===== src/hdl/tcce_pkg.sv =====
// Shared types and constants for the text console cursor engine.
// Depends on nothing; every other file imports it.
package tcce_pkg;

    // Fixed field widths of the two channels and the attribute register.
    localparam int OP_W      = 3;
    localparam int CHAR_W    = 8;
    localparam int ADDR_IN_W = 11;
    localparam int WORD_W    = 16;
    localparam int COL_OUT_W = 7;
    localparam int ROW_OUT_W = 5;
    localparam int POS_OUT_W = 11;
    localparam int ATTR_W    = 8;

    // Command codes carried in the op field.
    localparam logic [OP_W-1:0] OP_PUT       = 3'd0;
    localparam logic [OP_W-1:0] OP_BACKSPACE = 3'd1;
    localparam logic [OP_W-1:0] OP_CLEAR     = 3'd2;
    localparam logic [OP_W-1:0] OP_MARK      = 3'd3;
    localparam logic [OP_W-1:0] OP_READ      = 3'd4;

    // Character codes and the attribute value after reset.
    localparam logic [CHAR_W-1:0] BLANK_CHAR   = 8'h20;
    localparam logic [CHAR_W-1:0] NEWLINE_CHAR = 8'h0A;
    localparam logic [ATTR_W-1:0] ATTR_RESET   = 8'h0F;

    // Input beat.
    typedef struct packed {
        logic [OP_W-1:0]      op;
        logic [CHAR_W-1:0]    char_code;
        logic [ADDR_IN_W-1:0] cell_addr;
    } item_t;

    // Result beat.
    typedef struct packed {
        logic [WORD_W-1:0]    read_word;
        logic [COL_OUT_W-1:0] cursor_col;
        logic [ROW_OUT_W-1:0] cursor_row;
        logic [POS_OUT_W-1:0] cursor_pos;
        logic [ROW_OUT_W-1:0] start_row;
    } res_t;

    // Classified command as it travels from the front end to the executor.
    typedef enum logic [2:0] {
        CMD_PUT,
        CMD_NEWLINE,
        CMD_BACKSPACE,
        CMD_CLEAR,
        CMD_MARK,
        CMD_READ,
        CMD_NOP
    } cmd_kind_t;

    typedef struct packed {
        cmd_kind_t            kind;
        logic [CHAR_W-1:0]    char_code;
        logic [ADDR_IN_W-1:0] cell_addr;
        logic                 read_hit;
    } cmd_t;

endpackage


===== src/hdl/tcce_fifo.sv =====
// Two-entry command queue between the front end and the executor.
// Depends on tcce_pkg.
module tcce_fifo import tcce_pkg::*; (
    input  logic aclk,
    input  logic aresetn,
    input  logic in_valid,
    output logic in_ready,
    input  cmd_t in_data,
    output logic out_valid,
    input  logic out_ready,
    output cmd_t out_data
);

    cmd_t       entry_reg [2];
    logic       wr_ptr_reg, wr_ptr_next;
    logic       rd_ptr_reg, rd_ptr_next;
    logic [1:0] count_reg, count_next;
    logic       push, pop;

    assign in_ready  = (count_reg != 2'd2);
    assign out_valid = (count_reg != 2'd0);
    assign out_data  = entry_reg[rd_ptr_reg];
    assign push      = in_valid && in_ready;
    assign pop       = out_valid && out_ready;

    // Pointer and fill-count update.
    always_comb begin
        wr_ptr_next = push ? ~wr_ptr_reg : wr_ptr_reg;
        rd_ptr_next = pop ? ~rd_ptr_reg : rd_ptr_reg;
        count_next  = count_reg;
        if (push && !pop) begin
            count_next = count_reg + 2'd1;
        end else if (pop && !push) begin
            count_next = count_reg - 2'd1;
        end
    end

    always_ff @(posedge aclk) begin
        if (!aresetn) begin
            wr_ptr_reg <= 1'b0;
            rd_ptr_reg <= 1'b0;
            count_reg  <= 2'd0;
        end else begin
            wr_ptr_reg <= wr_ptr_next;
            rd_ptr_reg <= rd_ptr_next;
            count_reg  <= count_next;
        end
        if (push) begin
            entry_reg[wr_ptr_reg] <= in_data;
        end
    end

endmodule


===== config.mk =====
export PLATFORM = sky130hd
export DESIGN_NAME = tcce_fifo
export DESIGN_NICKNAME = d
export VERILOG_FILES = /design/src/hdl/tcce_pkg.sv /design/src/hdl/tcce_fifo.sv
export SDC_FILE = /design/constraint.sdc
export NUM_CORES = 1
export LEC_CHECK = 0
export BUFFER_PORTS_ARGS = -buffer_cell sky130_fd_sc_hd__buf_2
export CORE_ASPECT_RATIO = 2
export CORE_MARGIN = 1
export CORE_UTILIZATION = 55
export CTS_CLUSTER_SIZE = 10
export DETAILED_ROUTE_END_ITERATION = 10
export GPL_TIMING_DRIVEN = 0
export PLACE_DENSITY = 0.89
export SLEW_MARGIN = 20
export SYNTH_ARGS = -nofsm -noshare
export SYNTH_HDL_FRONTEND = slang
export SYNTH_SLANG_ARGS = --single-unit

===== constraint.sdc =====
create_clock -name aclk -period 2.6 [get_ports aclk]
set_input_delay 0.52 -clock aclk [delete_from_list [all_inputs] [get_ports aclk]]
set_output_delay 0.52 -clock aclk [all_outputs]
set_load 0.05 [all_outputs]

* Word-level counts from Yosys, hierarchy flattened
Memories as Yosys holds them, arrays and structs flattened. A register that Yosys moved wholly into a read port is not among the register bits. Cells that the tools add are included.
Word-level totals: flip-flop bits (word level) 4, memory bits (writable) 46, input port bits 27, word-level logic and storage cells 23, memories 1
Cells by class: add/sub/neg operators 2, equality and inequality tests 1, muxes and demuxes 6, bitwise operators 2, reductions and logical operators 8
Memory list:
- entry_reg | depth 2, bits a word 23, rd ports 1, clocked after memory_dff 1, wr ports 1, line tcce_fifo.sv:14 | cmd_t entry_reg [2];
Operators by type and width (number):
- 1-bit logical AND | 4
- 1-bit two-way mux | 4
- 2-bit two-way mux | 2
- 2-bit nonzero test | 2
- 2-bit by 1-bit adder with 2-bit output, second input constant | 1
- 1-bit logical NOT | 2
- 2-bit inequality test, second input constant | 1
- 1-bit NOT | 2
- 2-bit by 1-bit subtractor with 2-bit output, second input constant | 1

* Depth between registers and ports, before layout
word-level depth 6, gate-level depth with buffers 6, mapped depth without buffers 6

* Least setup slack after synthesis
Ideal clock, no wire load.
path kind register to register, start reg count_reg[0], end mem entry_reg[1][0] (netlist bit), enable pin, arrival 1.311 ns, required time 2.218 ns, slack 0.907 ns, stages on the path, launching flop included 3, buffers on the path 0, period minus slack after synthesis 1.693 ns, path through dfxtp_1 > nand2b_4 > and3_1
On the way: cells in the longest elaborated chain, start to end 4
RTL lines:
- start: declaration | line tcce_fifo.sv:17 | logic [1:0] count_reg, count_next;
- start signal: assignment | line tcce_fifo.sv:46 | count_reg <= count_next;
- 2-bit inequality test | line tcce_fifo.sv:20 | assign in_ready = (count_reg != 2'd2);
- via in_ready | line tcce_fifo.sv:7 | output logic in_ready,
- 1-bit logical AND | line tcce_fifo.sv:23 | assign push = in_valid && in_ready;
- 1-bit two-way mux | line tcce_fifo.sv:48 | if (push) begin
- 1-bit two-way mux (implied by the code) | line tcce_fifo.sv:49 | entry_reg[wr_ptr_reg] <= in_data;
- end: declaration | line tcce_fifo.sv:14
The timed path passes the listed nets, and every way through them passes these cells.

==> results.sh <==
export IMPL_post_route_period_util=0.820
export IMPL_syn_area_sq_mm=0.00189
export IMPL_grt_pass1_wl_mm=4.42
export IMPL_drv_slew=0
export IMPL_synthTopCellsByArea="edfxtp_1 73%, mux2_2 14%, dfxtp_1 5.3%"
export IMPL_clock_skew_final_ps=3.65
export IMPL_cp_end_kind="output port"
export IMPL_synth_distinct_cells=19
export IMPL_grt_pass1_vias=982
export IMPL_p_sw_mw=0.952
export IMPL_h_tree_depth=2
export IMPL_timing_slew_headroom=0.280
export IMPL_p_sw_frac=0.386
export IMPL_ant_nets=0
export IMPL_vias=1018
export IMPL_p_seq_frac=0.440
export IMPL_irDropWorstVdd_uv=848
export IMPL_status="complete, but fails checks"
export IMPL_worstPathMaxFanout=10
export IMPL_wl_mm=2.94
export IMPL_hold_violations=0
export IMPL_die_x_microns=43.5
export IMPL_final_area_sq_mm=0.00227
export IMPL_grt_max_degree=24
export IMPL_path_class="reg -> out"
export IMPL_numCtsBuffers=5
export IMPL_synth_top_cell_by_area="edfxtp_1"
export IMPL_drtPass1Iterations=7
export IMPL_failed_checks="DRC"
export IMPL_die_area_sq_mm=0.00369
export IMPL_antenna_found_initial=0
export IMPL_worstPathArrival_ps=1610
export IMPL_whs_ps=410
export IMPL_largest_reg_flops=46
export IMPL_setup_viol=0
export IMPL_clkTransAtPathRegs_ps=80
export IMPL_synthCells=95
export IMPL_period_needed_ps=2130
export IMPL_cts_setup_buffers=0
export IMPL_start_kind="flop"
export IMPL_powerDensity_mw_per_mm2=1090
export IMPL_gp_congestion=0.648
export IMPL_syn_mean_instance_area_sq_um=19.9
export IMPL_wl_per_cell_microns=15.9
export IMPL_fp_row_count=29
export IMPL_ys_warn_count=0
export IMPL_cts_sinks=51
export IMPL_die_h_microns=85.0
export IMPL_rsz0062_at_grt="no"
export IMPL_nets=181
export IMPL_placed_area_sq_mm=0.00219
export IMPL_synth_top_area_frac=0.730
export IMPL_overflow=0
export IMPL_start_util=0.586
export IMPL_n_antenna_cell=0
export IMPL_worst_slew_pin_slew_ps=1080
export IMPL_fin_tns_setup_ps=0
export IMPL_port_buffers=51
export IMPL_post_cts_resized=0
export IMPL_p_clk_frac=0.167
export IMPL_drt_initial_drc_count=33
export IMPL_areaGrowthSynthToFinish_pct=19.8
export IMPL_power_frac_comb=0.393
export IMPL_vias_per_cell=5.50
export IMPL_top_level_ports=52
export IMPL_num_fill_cells=224
export IMPL_hold_class="in -> reg"
export IMPL_drive_gt1_frac=0.552
export IMPL_p_int_mw=1.51
export IMPL_power_leakage_nw=0.871
export IMPL_clockBufferDepth=2
export IMPL_ctsHoldBuffers=0
export IMPL_critPathRequiredTime_ps=2080
export IMPL_cts_tree="yes"
export IMPL_grt_usage=0.173
export IMPL_insertion_delay_ps=290
export IMPL_postSynthNetCount=123
export IMPL_fmax_mhz=469
export IMPL_place_hpwl_mm=2.11
export IMPL_route_detailed_drc=8
export IMPL_cap_violations=0
export IMPL_synth_seq_area_share=0.783
export IMPL_ys_seq_elements=51
export IMPL_coreArea_sq_mm=0.00323
export IMPL_cts_root_buf="clkbuf_8"
critical path, stage by stage (launching register included):
cell     delay, ps
dfxtp_1        430
buf_2          300
mux2_2         370
buf_2          210
path summary, 6_finish.rpt:
kind / from / to / slack [ps] / cells after the start
max: flop / out_data[1] / 470 / 3
min: in_data[4] / entry_reg[1][4] / 410 / 1
max reg2reg: count_reg[0] / entry_reg[1][17] / 720 / 2
min reg2reg: count_reg[1] / count_reg[1] / 580 / 2
cell type report:
| type | count | area (sq um) | area share |
|---|---|---|---|
| clock buffers | 7 | 76.3 | 0.0336 |
| inverters | 1 | 3.75 | 0.00165 |
| repair buffers | 51 | 255 | 0.113 |
| multi-input cells | 41 | 398 | 0.175 |
| flip-flops and latches | 51 | 1480 | 0.653 |
| clock inverters | 1 | 5.00 | 0.00221 |
| well taps | 31 | 38.8 | 0.0171 |
| plain buffers | 2 | 10.0 | 0.00441 |
per-layer routing:
metal / track usage / share of wire / up-vias
li1: - / - / 477
met1: 0.161 / 0.35 / 497
met2: 0.317 / 0.57 / 36
met3: 0.0553 / 0.053 / 8
met4: 0.0852 / 0.027 / 0
met5: 0 / 0 / -
placed cells by master, fill, tap and decap left out, types with 2 or more instances in the layout:
master,n
xnor2_1,2
mux2_2,23
dfxtp_1,5
buf_2,53
edfxtp_1,46
and2_1,4
clkbuf_8,5
clkbuf_1,2
cell usage after synthesis:
master,number
ha_1,1
nand2b_4,1
xor2_1,1
o21ai_1,1
a21boi_0,1
mux2_2,23
or3_1,1
or2_2,1
and3_1,1
a21bo_2,1
dfxtp_1,5
o21ai_0,1
edfxtp_1,46
xnor2_1,2
nand3b_1,1
a21boi_1,1
inv_1,1
and2_1,4
buf_2,2
cell families (layout without fill, tap and decap cells):
logic type	Yosys count	count (layout)	share of synthesized area
buffers and inverters	3	62	0.00727
AOI/OAI and AO/OA	5	5	0.0185
xor gates and xnor gates	3	3	0.0139
and+or+nand+nor	9	9	0.0344
DFF	51	51	0.783
adders and majority gates	1	1	0.00661
muxes	23	23	0.137
per-stage QoR:
stage                     setup WS [ps]  utilization  power (mW)  instances
after floorplan                     907            -        1.87         95
after global placement              744        0.677        2.04        177
after detailed placement            680        0.677        2.08        177
after CTS                           437        0.702        2.49        185
after global routing                385        0.702        2.56        185
final                               469        0.702        2.46        185
power groups by stage:
stage | sequential, mW | clock, mW | combinational [mW]
after floorplan | 1.08 | 0 | 0.786
after global placement | 1.09 | 0 | 0.946
after detailed placement | 1.11 | 0 | 0.973
after CTS | 1.09 | 0.422 | 0.978
after global routing | 1.10 | 0.453 | 1.01
final | 1.08 | 0.410 | 0.968
(Power assumes the default switching activity.)
