==> src/hdl/tcce_pkg.sv <==
// Shared types and constants for the text console cursor engine.
// Depends on nothing; every other file imports it.
package tcce_pkg;

    // Fixed field widths of the two channels and the attribute register.
    localparam int OP_W      = 3;
    localparam int CHAR_W    = 8;
    localparam int ADDR_IN_W = 11;
    localparam int WORD_W    = 16;
    localparam int COL_OUT_W = 7;
    localparam int ROW_OUT_W = 5;
    localparam int POS_OUT_W = 11;
    localparam int ATTR_W    = 8;

    // Command codes carried in the op field.
    localparam logic [OP_W-1:0] OP_PUT       = 3'd0;
    localparam logic [OP_W-1:0] OP_BACKSPACE = 3'd1;
    localparam logic [OP_W-1:0] OP_CLEAR     = 3'd2;
    localparam logic [OP_W-1:0] OP_MARK      = 3'd3;
    localparam logic [OP_W-1:0] OP_READ      = 3'd4;

    // Character codes and the attribute value after reset.
    localparam logic [CHAR_W-1:0] BLANK_CHAR   = 8'h20;
    localparam logic [CHAR_W-1:0] NEWLINE_CHAR = 8'h0A;
    localparam logic [ATTR_W-1:0] ATTR_RESET   = 8'h0F;

    // Input beat.
    typedef struct packed {
        logic [OP_W-1:0]      op;
        logic [CHAR_W-1:0]    char_code;
        logic [ADDR_IN_W-1:0] cell_addr;
    } item_t;

    // Result beat.
    typedef struct packed {
        logic [WORD_W-1:0]    read_word;
        logic [COL_OUT_W-1:0] cursor_col;
        logic [ROW_OUT_W-1:0] cursor_row;
        logic [POS_OUT_W-1:0] cursor_pos;
        logic [ROW_OUT_W-1:0] start_row;
    } res_t;

    // Classified command as it travels from the front end to the executor.
    typedef enum logic [2:0] {
        CMD_PUT,
        CMD_NEWLINE,
        CMD_BACKSPACE,
        CMD_CLEAR,
        CMD_MARK,
        CMD_READ,
        CMD_NOP
    } cmd_kind_t;

    typedef struct packed {
        cmd_kind_t            kind;
        logic [CHAR_W-1:0]    char_code;
        logic [ADDR_IN_W-1:0] cell_addr;
        logic                 read_hit;
    } cmd_t;

endpackage

==> src/hdl/tcce_front.sv <==
// Front end: accepts input beats, classifies them into commands and holds one.
// Depends on tcce_pkg.
module tcce_front import tcce_pkg::*; #(
    parameter int COLUMNS = 80,
    parameter int ROWS    = 25
) (
    input  logic  aclk,
    input  logic  aresetn,
    input  logic  init_done,
    input  logic  s_valid,
    output logic  s_ready,
    input  item_t s_data,
    output logic  cmd_valid,
    input  logic  cmd_ready,
    output cmd_t  cmd_data
);

    localparam int CELL_COUNT = COLUMNS * ROWS;

    logic front_valid_reg, front_valid_next;
    cmd_t front_cmd_reg, front_cmd_next;
    cmd_t decoded;

    // Decode the op field; a new-line character becomes its own command.
    always_comb begin
        decoded.char_code = s_data.char_code;
        decoded.cell_addr = s_data.cell_addr;
        decoded.read_hit  = (int'(s_data.cell_addr) < CELL_COUNT);
        unique case (s_data.op)
            OP_PUT: begin
                decoded.kind = (s_data.char_code == NEWLINE_CHAR) ? CMD_NEWLINE : CMD_PUT;
            end
            OP_BACKSPACE: decoded.kind = CMD_BACKSPACE;
            OP_CLEAR:     decoded.kind = CMD_CLEAR;
            OP_MARK:      decoded.kind = CMD_MARK;
            OP_READ:      decoded.kind = CMD_READ;
            default:      decoded.kind = CMD_NOP;
        endcase
    end

    // The stage frees up whenever the queue takes its beat.
    assign s_ready = init_done && (!front_valid_reg || cmd_ready);

    always_comb begin
        front_valid_next = front_valid_reg;
        front_cmd_next   = front_cmd_reg;
        if (s_valid && s_ready) begin
            front_valid_next = 1'b1;
            front_cmd_next   = decoded;
        end else if (cmd_ready) begin
            front_valid_next = 1'b0;
        end
    end

    always_ff @(posedge aclk) begin
        if (!aresetn) begin
            front_valid_reg <= 1'b0;
        end else begin
            front_valid_reg <= front_valid_next;
        end
        front_cmd_reg <= front_cmd_next;
    end

    assign cmd_valid = front_valid_reg;
    assign cmd_data  = front_cmd_reg;

endmodule

==> config.mk <==
export PLATFORM = sky130hd
export DESIGN_NAME = tcce_front
export DESIGN_NICKNAME = d
export VERILOG_FILES = /design/src/hdl/tcce_pkg.sv /design/src/hdl/tcce_front.sv
export SDC_FILE = /design/constraint.sdc
export NUM_CORES = 1
export LEC_CHECK = 0
export ABC_CLOCK_PERIOD_IN_PS = 2280
export BUFFER_PORTS_ARGS = -buffer_cell sky130_fd_sc_hd__buf_2
export CAP_MARGIN = 20
export CORE_MARGIN = 5
export CORE_UTILIZATION = 40
export CTS_CLUSTER_DIAMETER = 200
export CTS_CLUSTER_SIZE = 30
export DETAILED_ROUTE_END_ITERATION = 8
export PLACE_DENSITY = 0.76
export SETUP_SLACK_MARGIN = 0.05
export SKIP_CTS_REPAIR_TIMING = 1
export SLEW_MARGIN = 20
export SYNTH_ARGS = -nofsm -noshare
export SYNTH_HDL_FRONTEND = slang
export SYNTH_SLANG_ARGS = --single-unit
==> constraint.sdc <==
create_clock -name aclk -period 2.28 [get_ports aclk]
set_clock_uncertainty 0.15 [all_clocks]
set_input_delay 0.342 -clock aclk [delete_from_list [all_inputs] [get_ports aclk]]
set_output_delay 0.342 -clock aclk [all_outputs]
set_load 0.01 [all_outputs]
## Word-level counts from Yosys, hierarchy flattened

Cells that the tools add are included.

- Flip-flop bits (word level): 24
- Latch bits: 0
- Bits in writable memories: 0
- ROM bits: 0
- Input bits: 27
- Output and inout port bits: 25
- Word-level logic and storage cells: 21
- Memories kept: 0

- Add/subtract/negate cells: 0
- $mul: 0
- Div/mod/pow operators: 0
- $lt $le $gt $ge: 1
- Equality and inequality tests: 5
- Shifts and indexed selects: 0
- Multiplexer cells: 4
- Bitwise gates (word level): 0
- Reduce and logical (&&, ||, !) cells: 6

Operators with widths:

| cell | count |
|---|---|
| one-hot mux 3 bit (5 select lines) | 1 |
| < comparator 11 bit (second input constant) | 1 |
| equality test 8 x 4 -> 1 bit (second input constant) | 1 |
| equality test 3 x 2 -> 1 bit (second input constant) | 2 |
| equality test 3 x 1 -> 1 bit (second input constant) | 1 |
| equality test 3 bit (second input constant) | 1 |
| logical NOT 3 bit | 1 |
| 2-to-1 mux 1 bit | 3 |
| logical AND 1 bit | 2 |
| nonzero test 2 bit | 1 |
| logical NOT 1 bit | 1 |
| logical OR 1 bit | 1 |

## Depth between registers and ports, before layout

- Depth in word-level cells: 5
- Gate-level depth with buffers: 3
- Gate-level depth less buffers: 3

## Worst setup path after synthesis

No wires, ideal clock.

- Path type: input -> register
- From: input port cmd_ready
- To: register front_cmd_reg (netlist bit cmd_data[0]), enable pin
- Setup time: 0.382 ns
- Data arrival time: 1.090 ns
- Data required time: 1.748 ns
- Setup slack: 0.658 ns
- Stages on the path: 2
- Buffers on the path: 0
- Path through: nand2b_1 and3_1

- Word-level cells in the longest chain between the ends: 3

Ends and longest elaborated chain:

| item | RTL line | RTL |
|---|---|---|
| from (decl) | tcce_front.sv:14 | `input logic cmd_ready,` |
| logical OR 1 bit | tcce_front.sv:42 | `assign s_ready = init_done && (!front_valid_reg \|\| cmd_ready);` |
| logical AND 1 bit | tcce_front.sv:42 |  |
| logical AND 1 bit | tcce_front.sv:47 | `if (s_valid && s_ready) begin` |
| to (signal assigned) | tcce_front.sv:61 | `front_cmd_reg <= front_cmd_next;` |
| to (decl) | tcce_front.sv:21 | `cmd_t front_cmd_reg, front_cmd_next;` |

No other way between the ends.
A chain may end at the register's enable or synchronous reset.

## Final worst setup path

- From: register front_valid_reg, in the netlist cmd_valid
- To: output port s_ready

- Word-level cells in the longest chain between the ends: 3

Ends and longest elaborated chain:

| item | RTL line | RTL |
|---|---|---|
| from (decl) | tcce_front.sv:20 | `logic front_valid_reg, front_valid_next;` |
| from (signal assigned) | tcce_front.sv:59 | `front_valid_reg <= front_valid_next;` |
| logical NOT 1 bit | tcce_front.sv:42 |  |
| logical OR 1 bit | tcce_front.sv:42 |  |
| logical AND 1 bit | tcce_front.sv:42 |  |
| to (decl) | tcce_front.sv:11 | `output logic s_ready,` |

No other way between the ends.

==> flow_metrics.env <==
export IMPL_run_status="completed"
export IMPL_max_cap_violations=0
export IMPL_fin_setup_tns_ns=0
export IMPL_syn_cell_area_um2=817
export IMPL_synthTopCellsByArea="edfxtp_1, dfxtp_1, a211oi_1, and3_1, and4bb_2"
export IMPL_clk_pin_slew_ns=0.11
export IMPL_numCtsBuffers=3
export IMPL_drc=0
export IMPL_start_util_pct=41.6
export IMPL_gp_congestion=0.585
export IMPL_grt_overflow=0
export IMPL_antenna_found_initial=0
export IMPL_fmax_mhz=666
export IMPL_slew_violations=0
export IMPL_rsz0062_at_grt="no"
export IMPL_synth_nets=67
export IMPL_synth_cell_types=12
export IMPL_setup_worst_path_start_class="flip-flop"
export IMPL_post_route_min_period_ns=1.50
export IMPL_fp_dieW_um=55.2
export IMPL_post_drt_wl_per_cell_um=12.2
export IMPL_setup_violations=0
export IMPL_syn_inst=40
export IMPL_cts_buffer_depth=2
export IMPL_maxSlewHeadroom_pct=81.8
export IMPL_place_ws_ns=0.835
export IMPL_ios=52
export IMPL_fin_area_mm2=0.00114
export IMPL_dieArea_mm2=0.00305
export IMPL_crit_buf_inv=1
export IMPL_critPathMaxFanout=3
export IMPL_hp_class="in2reg"
export IMPL_worst_slew_pin_slew_ns=0.274
export IMPL_finalPower_mw=0.756
export IMPL_track_usage_pct=9.93
export IMPL_critPathMaxStageDelay_ns=0.35
export IMPL_root_buffer="clkbuf_4"
export IMPL_routed_wl_um=1500
export IMPL_grt_first_pass_wirelength_um=1970
export IMPL_cp_required_ns=1.79
export IMPL_ant_nets=0
export IMPL_drive_above_1_share_pct=59.4
export IMPL_nFillCells=183
export IMPL_portBuffers=51
export IMPL_place_area_mm2=0.00111
export IMPL_power_density_mw_per_mm2=663
export IMPL_via_count=546
export IMPL_synthToLayoutAreaGrowth_pct=39.5
export IMPL_clock_sinks=24
export IMPL_hold_violations=0
export IMPL_grt_max_degree=24
export IMPL_num_rows=16
export IMPL_fin_crit_sh_pct=65.8
export IMPL_antenna_cells=0
export IMPL_crit_slowest_cell="dfxtp_1"
export IMPL_firstDrtPassIters=4
export IMPL_vdd_drop_max_v=0.000296
export IMPL_viasPerCell=4.44
export IMPL_final_setup_worst_slack_ns=0.779
export IMPL_cts_tree="done"
export IMPL_clock_latency_ns=0.29
export IMPL_drt_iter0_markers=4
export IMPL_grt_pass1_vias=488
export IMPL_final_nets=124
export IMPL_ys_seq_area_share_pct=87.0
export IMPL_arrival_ns=1.01
export IMPL_syn_area_per_cell_um2=20.4
export IMPL_yosys_area_top_type_share_pct=84.5
export IMPL_path_cells="nand2b_1 > and2_1 > buf_2"
export IMPL_synth_seq_cells=24
export IMPL_path_delay_family="flip-flops"
export IMPL_die_h_um=55.2
export IMPL_yosysWarnings=0
export IMPL_total_leakage_power_nw=0.481
export IMPL_synth_top_area_cell="edfxtp_1"
export IMPL_core_area_mm2=0.00196
export IMPL_cp_end_kind="output pin"
export IMPL_crit_type="reg2out"
export IMPL_h_tree_depth=1
## power by group
part / internal [mW] / leakage, nW / switching [mW] / total (mW)
registers: 0.505 / 0.223 / 0.00411 / 0.509
logic: 0.0347 / 0.244 / 0.0388 / 0.0735
clock network: 0.0681 / 0.0150 / 0.105 / 0.173
total: 0.608 / 0.481 / 0.148 / 0.756
## cell type report
class | instances | area [µm²] | area share, %
flip-flops and latches | 24 | 711 | 62.3
repair buffers | 52 | 263 | 23.1
multi-input cells | 16 | 106 | 9.33
well taps | 27 | 33.8 | 2.96
clock buffers | 4 | 26.3 | 2.31
## cell usage in the layout, fill, tap and decap left out
master / n
and3_1: 2
a211oi_1: 2
buf_2: 51
clkbuf_1: 1
nand2b_1: 2
buf_4: 1
edfxtp_1: 23
clkbuf_4: 3
dfxtp_1: 1
nor4_2: 1
and2_1: 1
o2111ai_1: 1
nor2_1: 3
a21boi_0: 1
nand2_1: 2
and4bb_2: 1
## synthesized netlist by cell type
cell	instances
nand2b_1	2
and4bb_2	1
nor4_2	1
nand2_1	2
dfxtp_1	1
a211oi_1	2
nor2_1	3
and3_1	2
a21boi_0	1
and2_1	1
o2111ai_1	1
edfxtp_1	23
## state kept, by name, indices dropped and copies added (netlist names)
signal     count
cmd_data      23
cmd_valid      1
## logic make-up after synthesis
family / after synthesis / share of synthesized area [%]
flops: 24 / 87.0
compound gates: 4 / 3.83
simple gates: 12 / 9.19
## through the flow
step,hold WS [ns],utilization (%),cells
floorplan,0.291,-,40
global placement,0.351,56.8,119
detailed placement,0.371,56.8,119
CTS,0.0427,58.1,123
global route,0.0179,58.1,123
finish,0.0589,58.1,123
## per-layer routing
metal	GRT usage [%]	wire length (µm)	vias up
met4	8.50	38	0
met1	9.72	508	233
met2	16.7	694	38
li1	-	-	271
met5	0	0	-
met3	3.22	260	4
## path summary, 6_finish.rpt
path / startpoint / to / slack [ns] / cells past startpoint
worst max register to register: cmd_valid / cmd_data[9] / 0.97 / 3
worst min register to register: cmd_valid / cmd_valid / 0.39 / 2
worst min-delay path: s_data[0] / cmd_data[1] / 0.06 / 1
worst max-delay path: cmd_valid / s_ready / 0.78 / 3
Note: power is estimated with default switching activity, not from simulation.
